[config.mk]
export PLATFORM = sky130hd
export DESIGN_NAME = apostolico_crochemore_matcher_core
export DESIGN_NICKNAME = d
export VERILOG_FILES = /design/src/rtl/acm_pkg.sv /design/src/rtl/acm_ram.sv /design/src/rtl/apostolico_crochemore_matcher_core.sv
export SDC_FILE = /design/constraint.sdc
export NUM_CORES = 2
export LEC_CHECK = 0
export BUFFER_PORTS_ARGS = -buffer_cell sky130_fd_sc_hd__clkbuf_2
export CAP_MARGIN = 20
export CORE_MARGIN = 1
export CORE_UTILIZATION = 32
export CTS_CLUSTER_DIAMETER = 50
export DETAILED_ROUTE_END_ITERATION = 16
export PLACE_DENSITY_LB_ADDON = 0.12
export SETUP_SLACK_MARGIN = 0.2
export SYNTH_ARGS = -nofsm -noshare
export SYNTH_HDL_FRONTEND = slang
export SYNTH_SLANG_ARGS = --single-unit
[constraint.sdc]
create_clock -name aclk -period 5.4 [get_ports aclk]
set_input_delay 1.08 -clock aclk [delete_from_list [all_inputs] [get_ports aclk]]
set_output_delay 1.08 -clock aclk [all_outputs]
set_load 0.01 [all_outputs]
[src/rtl/acm_pkg.sv]
`timescale 1ns / 1ps
// Shared constants and types for the Apostolico-Crochemore matcher.
// No dependencies.
package acm_pkg;
    localparam int MAX_PATTERN = 64;
    localparam int ADDR_W      = $clog2(MAX_PATTERN);
    localparam int IDX_W       = $clog2(MAX_PATTERN + 1);
    localparam int POS_W       = 16;

    typedef enum logic {
        CMD_PATTERN = 1'b0,
        CMD_TEXT    = 1'b1
    } cmd_t;
endpackage

[src/rtl/acm_ram.sv]
`timescale 1ns / 1ps
// Generic single-port-write, single-port-read RAM with registered read data.
// No dependencies.
module acm_ram #(
    parameter int WIDTH = 8,
    parameter int DEPTH = 64
) (
    input  logic                     aclk,
    input  logic                     we,
    input  logic [$clog2(DEPTH)-1:0] waddr,
    input  logic [WIDTH-1:0]         wdata,
    input  logic [$clog2(DEPTH)-1:0] raddr,
    output logic [WIDTH-1:0]         rdata
);
    logic [WIDTH-1:0] mem [DEPTH];

    always_ff @(posedge aclk) begin
        if (we) begin
            mem[waddr] <= wdata;
        end
        rdata <= mem[raddr];
    end
endmodule

[src/rtl/apostolico_crochemore_matcher_core.sv]
`timescale 1ns / 1ps
// Apostolico-Crochemore matcher: load/build sequencer and lazy text scan.
// Depends on acm_pkg and acm_ram.
//
// Usage: one input channel (s_valid/s_ready) carries pattern bytes (s_cmd=0)
// and text bytes (s_cmd=1); s_last marks the end of the pattern or the text.
// A pattern beat gives no result; the beat marked last starts the failure-table
// build, during which s_ready is low. Each text beat gives exactly one result
// beat on m_valid/m_ready: m_found and the window start in m_position (modulo
// 2^16). A text beat is taken in, scanned by character comparisons and window
// shifts, its scan closed and its result handed over to the output register
// (before a pattern is loaded it goes straight to the hand-over); s_ready stays
// low meanwhile, so no new beat is taken before that. The scan costs amortised
// close to 2 comparisons per byte. The pattern, failure table and text ring
// live in three RAMs, read one entry per cycle each. Reset (aresetn low,
// synchronous) drops any pattern; text sent before a pattern is loaded gives
// found=0, position=0. The output is one register: while the receiver stalls,
// the next beat is still taken in and worked on, and its result waits until
// the register frees.
module apostolico_crochemore_matcher_core
    import acm_pkg::*;
(
    input  logic             aclk,
    input  logic             aresetn,
    input  logic             s_valid,
    output logic             s_ready,
    input  logic             s_cmd,
    input  logic [7:0]       s_data,
    input  logic             s_last,
    output logic             m_valid,
    input  logic             m_ready,
    output logic             m_found,
    output logic [POS_W-1:0] m_position
);
    typedef enum logic [3:0] {
        ST_IDLE, ST_B_INIT, ST_B_LDA, ST_B_IN, ST_B_CMP, ST_B_STEP, ST_B_S2, ST_B_S3,
        ST_CMP, ST_CMP_EV, ST_K, ST_K_EV, ST_SHIFT, ST_SHIFT2, ST_OUT
    } state_t;

    state_t            state_reg;
    logic              loading_reg, ready_reg, run_open_reg, last_reg;
    logic [IDX_W-1:0]  len_reg, lead_reg, run_reg, i_reg, k_reg, a_reg, fill_reg;
    logic [7:0]        pat0_reg, pa_reg, pb_reg, fb_reg, b_reg, d_reg;
    logic [ADDR_W-1:0] head_reg;
    logic [POS_W-1:0]  ws_reg, tc_reg, pos_reg;
    logic              found_reg;
    logic              m_valid_reg, m_found_reg;
    logic [POS_W-1:0]  m_position_reg;

    // RAM ports
    logic              pat_we, ring_we, fail_we;
    logic [ADDR_W-1:0] pat_waddr, pat_raddr, ring_raddr, head_next;
    logic [IDX_W-1:0]  fail_waddr, fail_raddr;
    logic [7:0]        pat_rdata, ring_rdata, fail_rdata, fail_wdata;

    logic              accept;
    logic              out_load;
    logic [IDX_W-1:0]  load_idx, run_next, fill_next;
    logic              run_open_next;
    logic [7:0]        shift_w, d_diff;
    logic [POS_W-1:0]  t_diff;
    logic              i_lt_m, i_le_d, b_eq;

    assign s_ready  = (state_reg == ST_IDLE);
    assign accept   = s_valid && s_ready;
    assign out_load = (state_reg == ST_OUT) && (!m_valid_reg || m_ready);
    assign load_idx = loading_reg ? len_reg : '0;
    assign head_next = head_reg + ADDR_W'(1);
    assign fill_next = (fill_reg < IDX_W'(MAX_PATTERN)) ? fill_reg + IDX_W'(1) : fill_reg;

    assign i_lt_m  = (i_reg < len_reg);
    assign i_le_d  = $signed({1'b0, i_reg}) <= $signed(d_reg);
    assign shift_w = {1'b0, i_reg} - fail_rdata;
    assign b_eq    = (a_reg < len_reg) && (pat_rdata == pb_reg);
    assign t_diff  = tc_reg - ws_reg;

    always_comb begin
        run_next      = run_reg;
        run_open_next = run_open_reg;
        if (load_idx == '0) begin
            run_next      = IDX_W'(1);
            run_open_next = 1'b1;
        end else if (load_idx < IDX_W'(MAX_PATTERN)) begin
            if (run_open_reg && s_data == pat0_reg) begin
                run_next = load_idx + IDX_W'(1);
            end else begin
                run_open_next = 1'b0;
            end
        end
    end

    always_comb begin
        pat_we    = accept && (s_cmd == CMD_PATTERN) && (load_idx < IDX_W'(MAX_PATTERN));
        pat_waddr = load_idx[ADDR_W-1:0];
        ring_we   = accept && (s_cmd == CMD_TEXT) && ready_reg;
        fail_we   = 1'b0;
        fail_waddr = a_reg;
        fail_wdata = b_eq ? fb_reg : b_reg;
        d_diff     = '0;
        pat_raddr  = a_reg[ADDR_W-1:0];
        fail_raddr = {1'b0, b_reg[ADDR_W-1:0]};
        ring_raddr = head_reg;
        unique case (state_reg)
            ST_B_INIT: begin
                fail_we    = 1'b1;
                fail_waddr = '0;
                fail_wdata = 8'hFF;
                pat_raddr  = '0;
            end
            ST_B_IN, ST_B_STEP: pat_raddr = b_reg[ADDR_W-1:0];
            ST_B_S3:   fail_we = 1'b1;
            ST_CMP: begin
                pat_raddr  = i_reg[ADDR_W-1:0];
                d_diff     = d_reg - {1'b0, i_reg};
                ring_raddr = head_reg - d_diff[ADDR_W-1:0];
            end
            ST_K: begin
                pat_raddr  = k_reg[ADDR_W-1:0];
                d_diff     = d_reg - {1'b0, k_reg};
                ring_raddr = head_reg - d_diff[ADDR_W-1:0];
            end
            ST_SHIFT:  fail_raddr = i_reg;
            default: ;
        endcase
    end

    acm_ram #(.WIDTH(8), .DEPTH(MAX_PATTERN)) u_pat (
        .aclk(aclk), .we(pat_we), .waddr(pat_waddr), .wdata(s_data),
        .raddr(pat_raddr), .rdata(pat_rdata)
    );
    acm_ram #(.WIDTH(8), .DEPTH(MAX_PATTERN + 1)) u_fail (
        .aclk(aclk), .we(fail_we), .waddr(fail_waddr), .wdata(fail_wdata),
        .raddr(fail_raddr), .rdata(fail_rdata)
    );
    acm_ram #(.WIDTH(8), .DEPTH(MAX_PATTERN)) u_ring (
        .aclk(aclk), .we(ring_we), .waddr(head_next), .wdata(s_data),
        .raddr(ring_raddr), .rdata(ring_rdata)
    );

    always_ff @(posedge aclk) begin
        if (!aresetn) begin
            state_reg    <= ST_IDLE;
            loading_reg  <= 1'b0;
            ready_reg    <= 1'b0;
            run_open_reg <= 1'b0;
            len_reg      <= '0;
            lead_reg     <= '0;
            run_reg      <= '0;
            i_reg        <= '0;
            k_reg        <= '0;
            fill_reg     <= '0;
            head_reg     <= '0;
            ws_reg       <= '0;
            tc_reg       <= '0;
            m_valid_reg  <= 1'b0;
        end else begin
            if (out_load) begin
                m_valid_reg <= 1'b1;
            end else if (m_valid_reg && m_ready) begin
                m_valid_reg <= 1'b0;
            end
            unique case (state_reg)
                ST_IDLE: begin
                    if (accept && s_cmd == CMD_PATTERN) begin
                        loading_reg  <= !s_last;
                        run_reg      <= run_next;
                        run_open_reg <= run_open_next;
                        if (load_idx == '0) begin
                            pat0_reg <= s_data;
                        end
                        len_reg <= (load_idx < IDX_W'(MAX_PATTERN))
                                   ? load_idx + IDX_W'(1) : load_idx;
                        ready_reg <= s_last;
                        if (s_last) begin
                            lead_reg  <= (run_next >= ((load_idx < IDX_W'(MAX_PATTERN))
                                          ? load_idx + IDX_W'(1) : load_idx))
                                         ? '0 : run_next;
                            i_reg     <= (run_next >= ((load_idx < IDX_W'(MAX_PATTERN))
                                          ? load_idx + IDX_W'(1) : load_idx))
                                         ? '0 : run_next;
                            k_reg     <= '0;
                            tc_reg    <= '0;
                            ws_reg    <= '0;
                            fill_reg  <= '0;
                            state_reg <= ST_B_INIT;
                        end
                    end else if (accept) begin
                        found_reg <= 1'b0;
                        last_reg  <= s_last;
                        if (ready_reg) begin
                            head_reg <= head_next;
                            fill_reg <= fill_next;
                            if (fill_next >= len_reg) begin
                                pos_reg <= tc_reg - {{(POS_W-IDX_W){1'b0}}, len_reg}
                                           + POS_W'(1);
                            end else begin
                                pos_reg <= '0;
                            end
                            if (t_diff > {{(POS_W-IDX_W){1'b0}}, len_reg - IDX_W'(1)}) begin
                                d_reg <= {1'b0, len_reg - IDX_W'(1)};
                            end else begin
                                d_reg <= t_diff[7:0];
                            end
                            state_reg <= ST_CMP;
                        end else begin
                            pos_reg   <= '0;
                            state_reg <= ST_OUT;
                        end
                    end
                end
                ST_B_INIT: begin
                    a_reg     <= '0;
                    b_reg     <= 8'hFF;
                    state_reg <= ST_B_LDA;
                end
                ST_B_LDA: begin
                    pa_reg    <= pat_rdata;
                    state_reg <= ST_B_IN;
                end
                ST_B_IN: begin
                    if (b_reg[7]) begin
                        a_reg     <= a_reg + IDX_W'(1);
                        b_reg     <= b_reg + 8'd1;
                        state_reg <= ST_B_STEP;
                    end else begin
                        state_reg <= ST_B_CMP;
                    end
                end
                ST_B_CMP: begin
                    if (pa_reg != pat_rdata) begin
                        b_reg     <= fail_rdata;
                        state_reg <= ST_B_IN;
                    end else begin
                        a_reg     <= a_reg + IDX_W'(1);
                        b_reg     <= b_reg + 8'd1;
                        state_reg <= ST_B_STEP;
                    end
                end
                ST_B_STEP: state_reg <= ST_B_S2;
                ST_B_S2: begin
                    pb_reg    <= pat_rdata;
                    fb_reg    <= fail_rdata;
                    state_reg <= ST_B_S3;
                end
                ST_B_S3: begin
                    pa_reg    <= pat_rdata;
                    state_reg <= (a_reg < len_reg) ? ST_B_IN : ST_IDLE;
                end
                ST_CMP: begin
                    if (i_lt_m && i_le_d) begin
                        state_reg <= ST_CMP_EV;
                    end else if (i_lt_m) begin
                        if (last_reg) begin
                            tc_reg   <= '0;
                            ws_reg   <= '0;
                            fill_reg <= '0;
                            i_reg    <= lead_reg;
                            k_reg    <= '0;
                        end else begin
                            tc_reg   <= tc_reg + POS_W'(1);
                        end
                        state_reg <= ST_OUT;
                    end else begin
                        state_reg <= ST_K;
                    end
                end
                ST_CMP_EV: begin
                    if (pat_rdata == ring_rdata) begin
                        i_reg     <= i_reg + IDX_W'(1);
                        state_reg <= ST_CMP;
                    end else begin
                        state_reg <= ST_SHIFT;
                    end
                end
                ST_K: begin
                    if (k_reg < lead_reg) begin
                        state_reg <= ST_K_EV;
                    end else begin
                        found_reg <= 1'b1;
                        pos_reg   <= ws_reg;
                        state_reg <= ST_SHIFT;
                    end
                end
                ST_K_EV: begin
                    if (pat_rdata == ring_rdata) begin
                        k_reg     <= k_reg + IDX_W'(1);
                        state_reg <= ST_K;
                    end else begin
                        state_reg <= ST_SHIFT;
                    end
                end
                ST_SHIFT: state_reg <= ST_SHIFT2;
                ST_SHIFT2: begin
                    ws_reg <= ws_reg + {{(POS_W-8){1'b0}}, shift_w};
                    d_reg  <= d_reg - shift_w;
                    if (i_reg == lead_reg) begin
                        k_reg <= (k_reg != '0) ? k_reg - IDX_W'(1) : '0;
                    end else if ($signed(fail_rdata) <= $signed({1'b0, lead_reg})) begin
                        k_reg <= ($signed(fail_rdata) > 0) ? fail_rdata[IDX_W-1:0] : '0;
                        i_reg <= lead_reg;
                    end else begin
                        k_reg <= lead_reg;
                        i_reg <= fail_rdata[IDX_W-1:0];
                    end
                    state_reg <= ST_CMP;
                end
                ST_OUT: begin
                    if (out_load) begin
                        m_found_reg    <= found_reg;
                        m_position_reg <= pos_reg;
                        state_reg      <= ST_IDLE;
                    end
                end
                default: state_reg <= ST_IDLE;
            endcase
        end
    end

    assign m_valid    = m_valid_reg;
    assign m_found    = m_found_reg;
    assign m_position = m_position_reg;

    a_shift_back: assert property (@(posedge aclk) disable iff (!aresetn)
        state_reg == ST_SHIFT2 |-> $signed(fail_rdata) < $signed({1'b0, i_reg}))
        else $error("failure entry not below scan index");
    a_scan_bound: assert property (@(posedge aclk) disable iff (!aresetn)
        (state_reg == ST_IDLE && ready_reg) |-> i_reg <= len_reg)
        else $error("scan index beyond pattern length");
    a_prefix_bound: assert property (@(posedge aclk) disable iff (!aresetn)
        (state_reg == ST_IDLE && ready_reg) |-> k_reg <= lead_reg)
        else $error("prefix index beyond leading run");
    a_found_len: assert property (@(posedge aclk) disable iff (!aresetn)
        (m_valid_reg && m_found_reg) |-> len_reg != '0)
        else $error("match reported with no pattern");
endmodule

==> results.rst <==
.. list-table::
   :header-rows: 1

   * - Metric
     - Value
   * - Count of pins on the block boundary
     - 33
   * - Number of violations of the max-capacitance limit
     - 0
   * - Remaining antenna violation count after routing
     - 0
   * - Die Span X
     - 489 microns
   * - Hold Vio Cnt, Final
     - 0
   * - Crit-path slowest cell
     - sky130_fd_sc_hd__dfxtp_1
   * - Fin Clk Skew
     - 0.0624 ns
   * - Leakage power summed over all cells
     - 29.9 nW
   * - Synthesized netlist net count
     - 5976
   * - Rel. slew slack
     - 25.3%
   * - Status
     - finished clean
   * - DP Worst Slack
     - 0.752 ns
   * - Number of slew-limit violations in the final report
     - 0
   * - Final-report setup violation count
     - 0
   * - Cell taking the most area after synthesis
     - sky130_fd_sc_hd__edfxtp_1
   * - Via count of the first global-routing pass
     - 45864
   * - Initial core utilization
     - 32.2%
   * - Sequential area share after synthesis
     - 67.6%
   * - Post-layout net count
     - 6091
   * - Total of hold buffers inserted after clock tree synthesis
     - 0
   * - Worst hold slack after final layout
     - 0.412 ns
   * - Final design area excluding fillers
     - 87200 sq um
   * - Dominant cell type by count on the critical path
     - sky130_fd_sc_hd__ha_1
   * - Max clock buf depth
     - 3
   * - Register with the most flip-flops
     - u_fail.mem
   * - Starting DRT DRC Count
     - 3736
   * - TritonCTS clock tree
     - done
   * - Final WL
     - 221000 microns
   * - Reg-to-reg startpoint
     - len_reg[0]
   * - PnR worst setup slack
     - 0.973 ns
   * - CTS-repair resized insts
     - 0
   * - Via density per instance
     - 5.07
   * - Cell count after placement
     - 8856
   * - Total clock buffers created by CTS
     - 210
   * - Top flop regs
     - u_fail.mem x520, u_pat.mem x512, u_ring.mem x512
   * - Max incr delay on CP
     - 0.66 ns
   * - Wire length of the first global-routing pass
     - 324000 microns
   * - Non-filler cells, final
     - 9244
   * - Number of clock sinks
     - 1746
   * - Worst Hold Class
     - register to register
   * - Flip-flop count of the largest register, all copies and words added
     - 520
   * - Category of the most critical setup path
     - register to register
   * - Post-synth ARST share
     - 0%
   * - Power Dens Cells
     - 461 nW/um^2
   * - Maximum operating frequency
     - 226 MHz
   * - Clock latency reported for the late side of the worst-skew pair
     - 0.85 ns
   * - DRC violation count after routing
     - 0
   * - Category of the worst setup path capture point
     - register
   * - Placed standard-cell area
     - 80600 sq um
   * - Instance count of the mapped netlist
     - 5804
   * - #FFs+latches synth
     - 1746
   * - First-pass detailed-route iteration total
     - 6
   * - Count of buffers inserted at the top-level ports
     - 32
   * - Setup repair after global routing missed its margin
     - no
   * - Setup tns final
     - 0 ns
   * - CORE AREA
     - 235000 sq um
   * - CP cell instances
     - inv_1, ha_1, and3_1, xnor2_1, ha_1, o21ai_0, o221ai_1, o21a_1, nor4_1, o2111ai_1, nor3_2, mux2_2, mux2i_1
   * - Gr ovfl total
     - 0
   * - Worst Hold Launch
     - pos_reg[8]
   * - Final Critical Period
     - 4.43 ns
   * - Biggest fanout along the worst timing path
     - 12
   * - Number of different library cells in the post-synthesis netlist
     - 91
   * - Maximum number of pins on one net before global-route repair
     - 130
   * - CTS H-tree lvls
     - 4
   * - Vert. Die Dim
     - 489 microns
   * - Detailed placement HPWL
     - 138000 microns
   * - Routed wirelength normalized by instance count
     - 23.9 microns
   * - Share of final-layout standard cells stronger than drive strength 1
     - 11.7%
   * - CP arrival
     - 5.04 ns
   * - Average size of a mapped cell
     - 13.1 sq um
   * - Most area-consuming cells after synthesis
     - sky130_fd_sc_hd__edfxtp_1 (65%), sky130_fd_sc_hd__nand2_1 (6.4%), sky130_fd_sc_hd__mux4_2 (3.8%)
   * - Row count
     - 178
   * - Last weighted congestion value of the routability-driven placer
     - 0.863
   * - Layout area overhead
     - 14.9%
   * - Peak supply drop
     - 0.000323 V
   * - Startpoint of the most critical setup path
     - len_reg[0]
   * - Critical Path Start Type
     - register
   * - DIE AREA
     - 239000 sq um
   * - Most used flip-flop cell after synthesis
     - sky130_fd_sc_hd__edfxtp_1
   * - Number of warnings reported in the yosys synthesis log
     - 0
   * - Final worst-path cycle share
     - 82.0%
   * - Top cell type's share of synthesized area
     - 64.6%
   * - Synthesized area
     - 75900 sq um
   * - Least-Margin Pin Slew
     - 1.12 ns
   * - Setup bufs post-CTS
     - 0
   * - Via Count
     - 46841
   * - Antenna violations before repair
     - 4
   * - EDFF count, synth
     - 1634
   * - Root cell of the clock tree
     - sky130_fd_sc_hd__clkbuf_16
   * - CP Data Required Time
     - 6.01 ns
   * - Overall track demand over capacity in global routing
     - 18.3%
   * - Clock transition time at the flip-flop clock pins of the worst setup and hold paths
     - 0.06 ns
## through the flow
stage | utilization, % | power (mW)
2_1_floorplan | - | 22.8
3_3_place_gp | 34.2 | 26.9
3_5_place_dp | 34.2 | 26.9
4_1_cts | 37.0 | 40.7
5_1_grt | 37.0 | 42.1
6_report | 37.0 | 40.2
## Yosys cell counts, drive strengths merged (6+ instances only)
cell and n:
o21ai 111, mux2i 169, or3 29, o22ai 17, dfxtp 112, and3 52
nor2b 23, mux4 128, or2 6, clkbuf 175, inv 121, nor3b 7
a221oi 8, a211oi 20, xor2 32, a31o 6, a311oi 25, a21boi 10
o21a 19, a32o 6, o221ai 20, nand3 335, a21o 36, nor4 10
nor2 360, and2 8, ha 143, nand2b 19, edfxtp 1634, fa 15
xnor2 112, a22o 10, nand4 56, o31ai 12, o211ai 136, buf 141
nand2 1289, a31oi 52, nor3 49, a21oi 174, mux2 12, a22oi 31
a32oi 12
## final cells by class
class / count / area [sq um]
clock buffers: 275 / 5610
flip-flops and latches: 1746 / 51300
clock inverters: 109 / 1000
inverters: 125 / 469
diodes: 3 / 7.51
multi-input cells: 3617 / 22900
fillers: 22596 / 148000
well taps: 3150 / 3940
repair buffers: 219 / 1900
## final timing paths
check,end,slack (ns),cells after the start
setup / recovery,d_reg[0],0.97,13
hold / removal,m_position[8],0.41,0
setup reg to reg,d_reg[0],0.97,13
hold reg to reg,m_position[8],0.41,0
## report_power, final
| group | internal (mW) | switching (mW) |
|---|---|---|
| clock | 7.91 | 5.74 |
| sequential | 15.4 | 0.448 |
| combinational | 3.43 | 7.27 |
| total | 26.7 | 13.5 |
## metal layers
layer / GRT usage [%] / up-vias / share of wire [%] / wire length [microns]
met5: 0 / - / 0 / 0
met4: 4.22 / 0 / 1.9 / 4170
met3: 2.59 / 274 / 4.3 / 9530
met2: 29.5 / 1062 / 47 / 104000
met1: 26.0 / 23734 / 47 / 103000
li1: - / 21771 / - / -
## critical path: cells and delay by family, from the launching register on
family	cells	cell delay, ns
adders and majority gates	2	0.64
AOI/OAI and AO/OA	4	0.86
and+or+nand+nor	3	0.88
xor gates and xnor gates	1	0.26
buffers and inverters	1	0.35
DFF	1	0.66
muxes	2	0.54
## layout by cell type (no fill, tap or decap), drive strengths merged, types with 128 or more instances in the layout
| cell type | count |
|---|---|
| edfxtp | 1634 |
| nand2 | 1289 |
| nor2 | 360 |
| nand3 | 335 |
| clkbuf | 300 |
| buf | 194 |
| a21oi | 174 |
| mux2i | 169 |
| inv | 145 |
| ha | 143 |
| o211ai | 136 |
| mux4 | 128 |
## cell families (layout without fill, tap and decap cells)
logic type	Yosys count	after routing	synth area share, %
other	0	3	0
adder cells (fa/ha/maj)	158	158	2.75
AO/OA/AOI/OAI	740	740	6.53
AND/OR/NAND/NOR	2266	2266	12.8
flip-flops	1746	1746	67.6
buffers and inverters	441	728	2.47
multiplexers	309	309	6.21
XOR/XNOR	144	144	1.66
(Power assumes the default switching activity.)
